[config.mk]
export PLATFORM = sky130hd
export DESIGN_NAME = dual_rotary_encoder_scanner
export DESIGN_NICKNAME = d
export VERILOG_FILES = /design/src/rtl/core/drs_pkg.sv /design/src/rtl/core/dual_rotary_encoder_scanner.sv
export SDC_FILE = /design/constraint.sdc
export NUM_CORES = 1
export LEC_CHECK = 0
export BUFFER_PORTS_ARGS = -buffer_cell sky130_fd_sc_hd__buf_4
export CAP_MARGIN = 20
export CORE_UTILIZATION = 60
export CTS_BUF_LIST = sky130_fd_sc_hd__clkbuf_4 sky130_fd_sc_hd__clkbuf_8
export DETAILED_ROUTE_END_ITERATION = 16
export HOLD_SLACK_MARGIN = 0.08
export PLACE_DENSITY = 0.76
export SLEW_MARGIN = 20
export SYNTH_ARGS = -nofsm -noshare
export SYNTH_HDL_FRONTEND = slang
export SYNTH_SLANG_ARGS = --single-unit
[constraint.sdc]
create_clock -name clk -period 21.3 [get_ports clk]
set_clock_uncertainty 0.2 [all_clocks]
set_input_delay 6.39 -clock clk [delete_from_list [all_inputs] [get_ports clk]]
set_output_delay 6.39 -clock clk [all_outputs]
set_load 0.005 [all_outputs]
[src/rtl/core/drs_pkg.sv]
`timescale 1ns / 1ps

package drs_pkg;

  // default width of the quadrature position counters
  localparam int unsigned POSITION_WIDTH_DEFAULT = 16;

  // position counters start mid-scale
  localparam logic [31:0] POSITION_RESET = 32'h0000_7FFF;

  // configuration register reset values
  localparam logic [7:0]  WINDOW_LEN_RESET       = 8'd8;
  localparam logic [15:0] REPORT_PERIOD_RESET    = 16'd10;
  localparam logic [15:0] LONG_PRESS_LIMIT_RESET = 16'd100;

  // number of raw pins sampled per tick
  localparam int unsigned NUM_PINS = 6;

  // configuration register indexes
  typedef enum logic [1:0] {
    CFG_WINDOW_LEN       = 2'd0,
    CFG_REPORT_PERIOD    = 2'd1,
    CFG_LONG_PRESS_LIMIT = 2'd2
  } cfg_index_t;

  // reported button state
  typedef enum logic [1:0] {
    BTN_RELEASED = 2'd0,
    BTN_PRESSED  = 2'd1,
    BTN_LONG     = 2'd2
  } button_t;

endpackage

[src/rtl/core/dual_rotary_encoder_scanner.sv]
`timescale 1ns / 1ps

// Dual rotary encoder scanner: takes one word of six raw pin samples (A, B and an
// active-low button for each of two encoders) per clock cycle when the output side
// is free, vote-filters each pin over window_len ticks, tracks a wrapping
// position counter per encoder and, every report_period+1 filtered windows, emits
// one report word with the offset since the previous report, the button state
// (released, pressed, long pressed) and a changed flag per encoder. The whole
// per-tick update sits between the state registers and the output register, so
// the sustained rate is one tick per cycle and a report appears in the cycle after
// the tick that closes its window; the input stalls only while a report sits in
// the output register unclaimed. The first completed window after reset only
// captures reference levels and never produces a report.
module dual_rotary_encoder_scanner #(
  parameter int unsigned POSITION_WIDTH = drs_pkg::POSITION_WIDTH_DEFAULT
) (
  input  logic        clk,
  input  logic        rst,
  // tick samples
  input  logic        s_tvalid,
  output logic        s_tready,
  // [0] enc1_a, [1] enc1_b, [2] enc1_btn, [3] enc2_a, [4] enc2_b, [5] enc2_btn
  input  logic [7:0]  s_tdata,
  // reports
  output logic        m_tvalid,
  input  logic        m_tready,
  // [7:0] enc1_offset, [9:8] enc1_button, [10] enc1_changed,
  // [18:11] enc2_offset, [20:19] enc2_button, [21] enc2_changed
  output logic [23:0] m_tdata,
  // configuration writes
  input  logic        cfg_valid,
  output logic        cfg_ready,
  input  logic [1:0]  cfg_index,
  input  logic [15:0] cfg_data
);

  localparam logic [POSITION_WIDTH-1:0] POS_RESET =
    POSITION_WIDTH'(drs_pkg::POSITION_RESET);

  // configuration registers
  logic [7:0]  window_len;
  logic [15:0] report_period;
  logic [15:0] long_press_limit;

  // scanner state
  logic [7:0]                window_ticks;
  logic [7:0]                high_votes [drs_pkg::NUM_PINS];
  logic                      started;
  logic [15:0]               report_ticks;
  logic [1:0]                phase_prev [2];
  logic                      button_prev [2];
  logic [POSITION_WIDTH-1:0] position [2];
  logic [POSITION_WIDTH-1:0] position_reported [2];
  logic [15:0]               hold_count [2];
  logic                      long_seen [2];
  drs_pkg::button_t          button_reported [2];

  // next values
  logic [7:0]                votes_inc [drs_pkg::NUM_PINS];
  logic                      level [drs_pkg::NUM_PINS];
  logic [POSITION_WIDTH-1:0] position_next [2];
  logic [POSITION_WIDTH-1:0] pos_diff [2];
  logic [15:0]               hold_count_next [2];
  logic                      long_seen_next [2];
  drs_pkg::button_t          button_reported_next [2];
  logic [7:0]                offset [2];
  logic                      changed [2];

  logic       in_fire;
  logic       window_open;
  logic [7:0] threshold;
  logic       report_due;
  logic       emit;

  assign cfg_ready = 1'b1;
  assign s_tready  = !m_tvalid || m_tready;
  assign in_fire   = s_tvalid && s_tready;

  // window bookkeeping and threshold vote (more than window_len/2+1 high samples)
  assign window_open = (window_len != 8'd0) && (window_ticks < (window_len - 8'd1));
  assign threshold   = {1'b0, window_len[7:1]} + 8'd1;
  assign report_due  = report_ticks >= report_period;
  assign emit        = in_fire && !window_open && started && report_due;

  always_comb begin
    for (int i = 0; i < drs_pkg::NUM_PINS; i++) begin
      votes_inc[i] = high_votes[i] + {7'd0, s_tdata[i]};
      level[i]     = votes_inc[i] > threshold;
    end
  end

  // per-encoder position step and button report
  always_comb begin
    for (int ch = 0; ch < 2; ch++) begin
      position_next[ch] = position[ch];
      if (level[3*ch] && !phase_prev[ch][0] && (level[3*ch+1] == phase_prev[ch][1])) begin
        if (level[3*ch+1]) begin
          position_next[ch] = position[ch] - POSITION_WIDTH'(1);
        end else begin
          position_next[ch] = position[ch] + POSITION_WIDTH'(1);
        end
      end

      hold_count_next[ch]      = hold_count[ch];
      long_seen_next[ch]       = long_seen[ch];
      button_reported_next[ch] = button_reported[ch];
      priority if (!level[3*ch+2] && button_prev[ch]) begin
        button_reported_next[ch] = drs_pkg::BTN_PRESSED;
      end else if (!level[3*ch+2]) begin
        if (hold_count[ch] < long_press_limit) begin
          hold_count_next[ch] = hold_count[ch] + 16'd1;
        end else if (!long_seen[ch]) begin
          long_seen_next[ch]       = 1'b1;
          button_reported_next[ch] = drs_pkg::BTN_LONG;
        end
      end else begin
        button_reported_next[ch] = drs_pkg::BTN_RELEASED;
        hold_count_next[ch]      = 16'd0;
        long_seen_next[ch]       = 1'b0;
      end

      pos_diff[ch] = position_next[ch] - position_reported[ch];
      offset[ch]   = pos_diff[ch][7:0];
      changed[ch]  = (offset[ch] != 8'd0) || (button_reported_next[ch] != button_reported[ch]);
    end
  end

  // configuration registers
  always_ff @(posedge clk) begin
    if (rst) begin
      window_len       <= drs_pkg::WINDOW_LEN_RESET;
      report_period    <= drs_pkg::REPORT_PERIOD_RESET;
      long_press_limit <= drs_pkg::LONG_PRESS_LIMIT_RESET;
    end else if (cfg_valid) begin
      case (drs_pkg::cfg_index_t'(cfg_index))
        drs_pkg::CFG_WINDOW_LEN:       window_len       <= cfg_data[7:0];
        drs_pkg::CFG_REPORT_PERIOD:    report_period    <= cfg_data;
        drs_pkg::CFG_LONG_PRESS_LIMIT: long_press_limit <= cfg_data;
        default: ;
      endcase
    end
  end

  // scanner state update, one tick per accepted word
  always_ff @(posedge clk) begin
    if (rst) begin
      window_ticks <= 8'd0;
      started      <= 1'b0;
      report_ticks <= 16'd0;
      for (int i = 0; i < drs_pkg::NUM_PINS; i++) begin
        high_votes[i] <= 8'd0;
      end
      for (int ch = 0; ch < 2; ch++) begin
        phase_prev[ch]        <= 2'b00;
        button_prev[ch]       <= 1'b1;
        position[ch]          <= POS_RESET;
        position_reported[ch] <= POS_RESET;
        hold_count[ch]        <= 16'd0;
        long_seen[ch]         <= 1'b0;
        button_reported[ch]   <= drs_pkg::BTN_RELEASED;
      end
    end else if (in_fire) begin
      if (window_open) begin
        window_ticks <= window_ticks + 8'd1;
        for (int i = 0; i < drs_pkg::NUM_PINS; i++) begin
          high_votes[i] <= votes_inc[i];
        end
      end else begin
        window_ticks <= 8'd0;
        for (int i = 0; i < drs_pkg::NUM_PINS; i++) begin
          high_votes[i] <= 8'd0;
        end
        for (int ch = 0; ch < 2; ch++) begin
          phase_prev[ch] <= {level[3*ch+1], level[3*ch]};
        end
        if (!started) begin
          // first window only captures reference levels
          started <= 1'b1;
          for (int ch = 0; ch < 2; ch++) begin
            button_prev[ch] <= level[3*ch+2];
          end
        end else begin
          for (int ch = 0; ch < 2; ch++) begin
            position[ch] <= position_next[ch];
          end
          if (report_due) begin
            report_ticks <= 16'd0;
            for (int ch = 0; ch < 2; ch++) begin
              position_reported[ch] <= position_next[ch];
              button_prev[ch]       <= level[3*ch+2];
              hold_count[ch]        <= hold_count_next[ch];
              long_seen[ch]         <= long_seen_next[ch];
              button_reported[ch]   <= button_reported_next[ch];
            end
          end else begin
            report_ticks <= report_ticks + 16'd1;
          end
        end
      end
    end
  end

  // report output register
  always_ff @(posedge clk) begin
    if (rst) begin
      m_tvalid <= 1'b0;
    end else if (emit) begin
      m_tvalid <= 1'b1;
    end else if (m_tready) begin
      m_tvalid <= 1'b0;
    end
  end

  always_ff @(posedge clk) begin
    if (emit) begin
      m_tdata <= {2'b00, changed[1], button_reported_next[1], offset[1],
                  changed[0], button_reported_next[0], offset[0]};
    end
  end

`ifndef SYNTH
  // no report before the reference window has been captured
  a_no_report_before_start: assert property (@(posedge clk) disable iff (rst)
    !started |-> !m_tvalid)
    else $error("report word present before first window completed");

  // once started, the scanner stays started
  a_started_sticks: assert property (@(posedge clk) disable iff (rst)
    started |=> started)
    else $error("started flag dropped");

  // a new report always comes from a window that just closed
  a_report_on_window_close: assert property (@(posedge clk) disable iff (rst)
    $rose(m_tvalid) |-> (window_ticks == 8'd0))
    else $error("report raised without a window close");

  // a recorded long press always shows as long pressed
  a_long_seen_ch0: assert property (@(posedge clk) disable iff (rst)
    long_seen[0] |-> (button_reported[0] == drs_pkg::BTN_LONG))
    else $error("encoder one long press lost");

  a_long_seen_ch1: assert property (@(posedge clk) disable iff (rst)
    long_seen[1] |-> (button_reported[1] == drs_pkg::BTN_LONG))
    else $error("encoder two long press lost");
`endif

endmodule
==> qor.txt <==
Fillers: 1,663
Initial DRT Pass Iterations: 5
RR Startpoint: window_len[2]
Synth Warn #: 0
Cell count after synthesis: 1,322
Post-cts hold buffer count: 0
Critical path class: input pin to output port
Largest net degree at the start of global routing: 54
Leading post-synthesis cells by cell area: edfxtp_1, ha_1, dfxtp_1
RSZ-0062 raised after global routing: no
Worst setup SP type: input pin
Final period utilization: 0.6335
CTS tree: built
Syn Area/Cell: 9.947 sq um
Peak VDD IR: 0.04910 mV
H-tree depth: 2
Final Hold Fails: 0
Hold_sp: report_period[2]
IO Pins: 58
Crit-path leading delay family: buffers and inverters
Most Frequent Cell on Critical Path: buf_4
Reg2reg path depth: 21
Layout cell share with drive strength beyond 1: 0.1165
Number of enable flip-flop cells after synthesis: 146
Die W: 150.0 um
Crit. End Element: output port
Worst Hold Class: register to register
Vias in the first global route: 9,452
CP bufs+invs: 2
Die footprint: 0.02251 sq mm
First-pass GRT wire length: 45,680 um
Post-CTS Setup Inserts: 0
P_leak: 5.904 nW
Hold path cells: 2
CTS Buf Count: 38
Worst Tran Pin Value: 1.098 ns
Final Routed Wirelength: 27,530 um
Mapped cell area: 0.01315 sq mm
Wire per inst: 16.28 um
GP Congestion: 0.8329
DR vias: 9,654
Worst reg-to-reg setup slack: 14.17 ns
Ys async rst share: 0
Initial Utilization: 0.6178
Share of the synthesized area in the top cell type: 0.3334
R2r endpoint: m_tdata[21]
Final antenna-violating net count: 0
Final Critical Period: 13.49 ns
Post-place instance area: 0.01378 sq mm
Avg Vias per Cell: 5.709
Post-CTS sizing: 0
Fin area: 0.01455 sq mm
Clock transition at path regs: 0.05 ns
FMAX: 74.12 MHz
Residual DRC: 0
Minimum hold slack: 0.2541 ns
# setup viols final: 0
Relative slew slack: 0.2628
Status: finished clean
Netlist cell types: 83
Critical Path RT: 14.71 ns
CP cell instances: buf_4 > nand2b_1 > buf_4
Ys flop type: edfxtp_1
Area grow syn2layout: 10.67%
Sink Count: 212
Hold Path Sink: report_period[2]
Worst path slowest cell: nand2b_1
Max incr delay on CP: 0.23 ns
Total Routing Usage GR: 0.2560
Drt first-iter violations: 534
Seq/Total Area, Yosys: 0.4339
GRT overflow: 0
Total Neg Setup Slack: 0 ns
Row count: 53
Hpwl dp: 19,560 um
Die Y: 150.0 um
Clk_lat worst skew: 0.54 ns
Fin nets: 1,559
Area leader, netlist: edfxtp_1
N_diodes: 0
Highest net fanout along the worst path: 4
Max-slew violation count: 0
Initial antenna violation count: 0
Port Buffer Count: 52
CORE AREA: 0.02129 sq mm
WP data arrival: 6.90 ns
MaxCap Viol Count: 0
Pwr/cell area: 70.94 mW/mm^2
Clock Tree Root: clkbuf_8
CTS max path bufs: 3
#FFs+latches synth: 212
-- synthesized netlist by cell type (all sizes together) (2+ instances only) --
library cell	number
dfxtp	66
ha	138
o21a	14
nand2b	12
a221oi	3
o41ai	2
conb	2
mux2i	16
o2111ai	2
inv	96
a211o	7
nand2	146
o31ai	4
nor2	126
a21boi	3
or3	10
a21oi	73
and2	40
edfxtp	146
clkbuf	25
a21o	38
or2	4
nand3	52
and4	4
nor3	19
xor2	60
a2111o	3
and3	25
o21ai	28
o21bai	3
nand4	21
or4b	2
xnor2	66
nor2b	13
a31oi	2
o211ai	4
maj3	4
buf	11
a211oi	8
nand3b	3
fa	4
-- state kept, by name, indices dropped and copies added (netlist names) --
name and cells:
high_votes 48, hold_count 32, m_tdata 22, long_press_limit 16
position 16, position_reported 16, report_period 16, report_ticks 16
window_len 8, window_ticks 8, button_reported 4, phase_prev 4
button_prev 2, long_seen 2, m_tvalid 1, started 1
-- through the flow --
stage	worst slack (ns)	std cells	utilization	power, mW
6_report	7.807	1691	0.6837	1.032
5_1_grt	7.789	1691	0.6837	1.083
4_1_cts	7.824	1691	0.6835	1.041
3_5_place_dp	7.825	1621	0.6475	0.6548
3_3_place_gp	7.832	1621	0.6475	0.6472
2_1_floorplan	8.156	1323	-	0.6122
-- cells by family (layout without fill, tap and decap cells) --
group,count (synthesis),count (layout),share of synthesized area
other,2,3,0.0005711
muxes,17,17,0.01303
and+or+nand+nor,482,482,0.1800
buffers and inverters,132,225,0.04015
DFF,212,212,0.4339
AOI/OAI and AO/OA,204,204,0.1055
adders and majority gates,146,146,0.1406
xor gates and xnor gates,127,127,0.08620
-- layer usage --
| layer | track usage | share of wire |
|---|---|---|
| met1 | 0.3548 | 0.47 |
| met2 | 0.4116 | 0.45 |
| met3 | 0.03689 | 0.058 |
| met4 | 0.08333 | 0.022 |
| met5 | 0 | 0 |
-- cells in the final DEF, fill, tap and decap left out, types with 9 or more instances in the layout --
cell      instances
edfxtp_1        146
nand2_1         143
ha_1            138
nor2_1          124
inv_1            95
a21oi_1          73
dfxtp_1          66
xnor2_1          65
xor2_1           60
buf_4            59
nand3_1          49
clkbuf_8         45
and2_1           39
a21o_1           38
o21ai_0          24
and3_1           24
nand4_1          21
mux2i_1          16
o21a_1           14
nor2b_1          13
nand2b_1         12
nor3_1           12
clkbuf_4          9
-- power by group --
group | internal, mW | total (mW) | switching, mW
registers | 0.457 | 0.469 | 0.0119
logic | 0.0777 | 0.178 | 0.101
clock network | 0.209 | 0.385 | 0.176
-- tightest hold or removal path, delay by kind of cell (launching register included) --
| kind | cells | cell delay, ns |
|---|---|---|
| AO/OA/AOI/OAI | 1 | 0.05 |
| flip-flops | 1 | 0.30 |
| AND/OR/NAND/NOR | 1 | 0.05 |
-- area by class of cell --
cell class	instances	area, sq um	area share
Clock inverter	16	80.08	0.005503
Multi-Input combinational cell	979	6933	0.4764
Clock buffer	54	686.9	0.04720
Sequential cell	212	5705	0.3921
Timing Repair Buffer	59	442.9	0.03044
Tap cell	275	344.1	0.02364
Inverter	96	360.3	0.02476
-- how the worst max path moves through the flow --
stage | start | to | slack (ns) | cells past startpoint
final | m_tready | s_tready | 7.81 | 3
after CTS | m_tready | s_tready | 7.82 | 3
after global routing | m_tready | s_tready | 7.79 | 3
after global placement | m_tready | s_tready | 7.83 | 3
after floorplan | m_tready | s_tready | 8.16 | 1
after detailed placement | m_tready | s_tready | 7.83 | 3
Note: power is estimated with default switching activity, not from simulation.
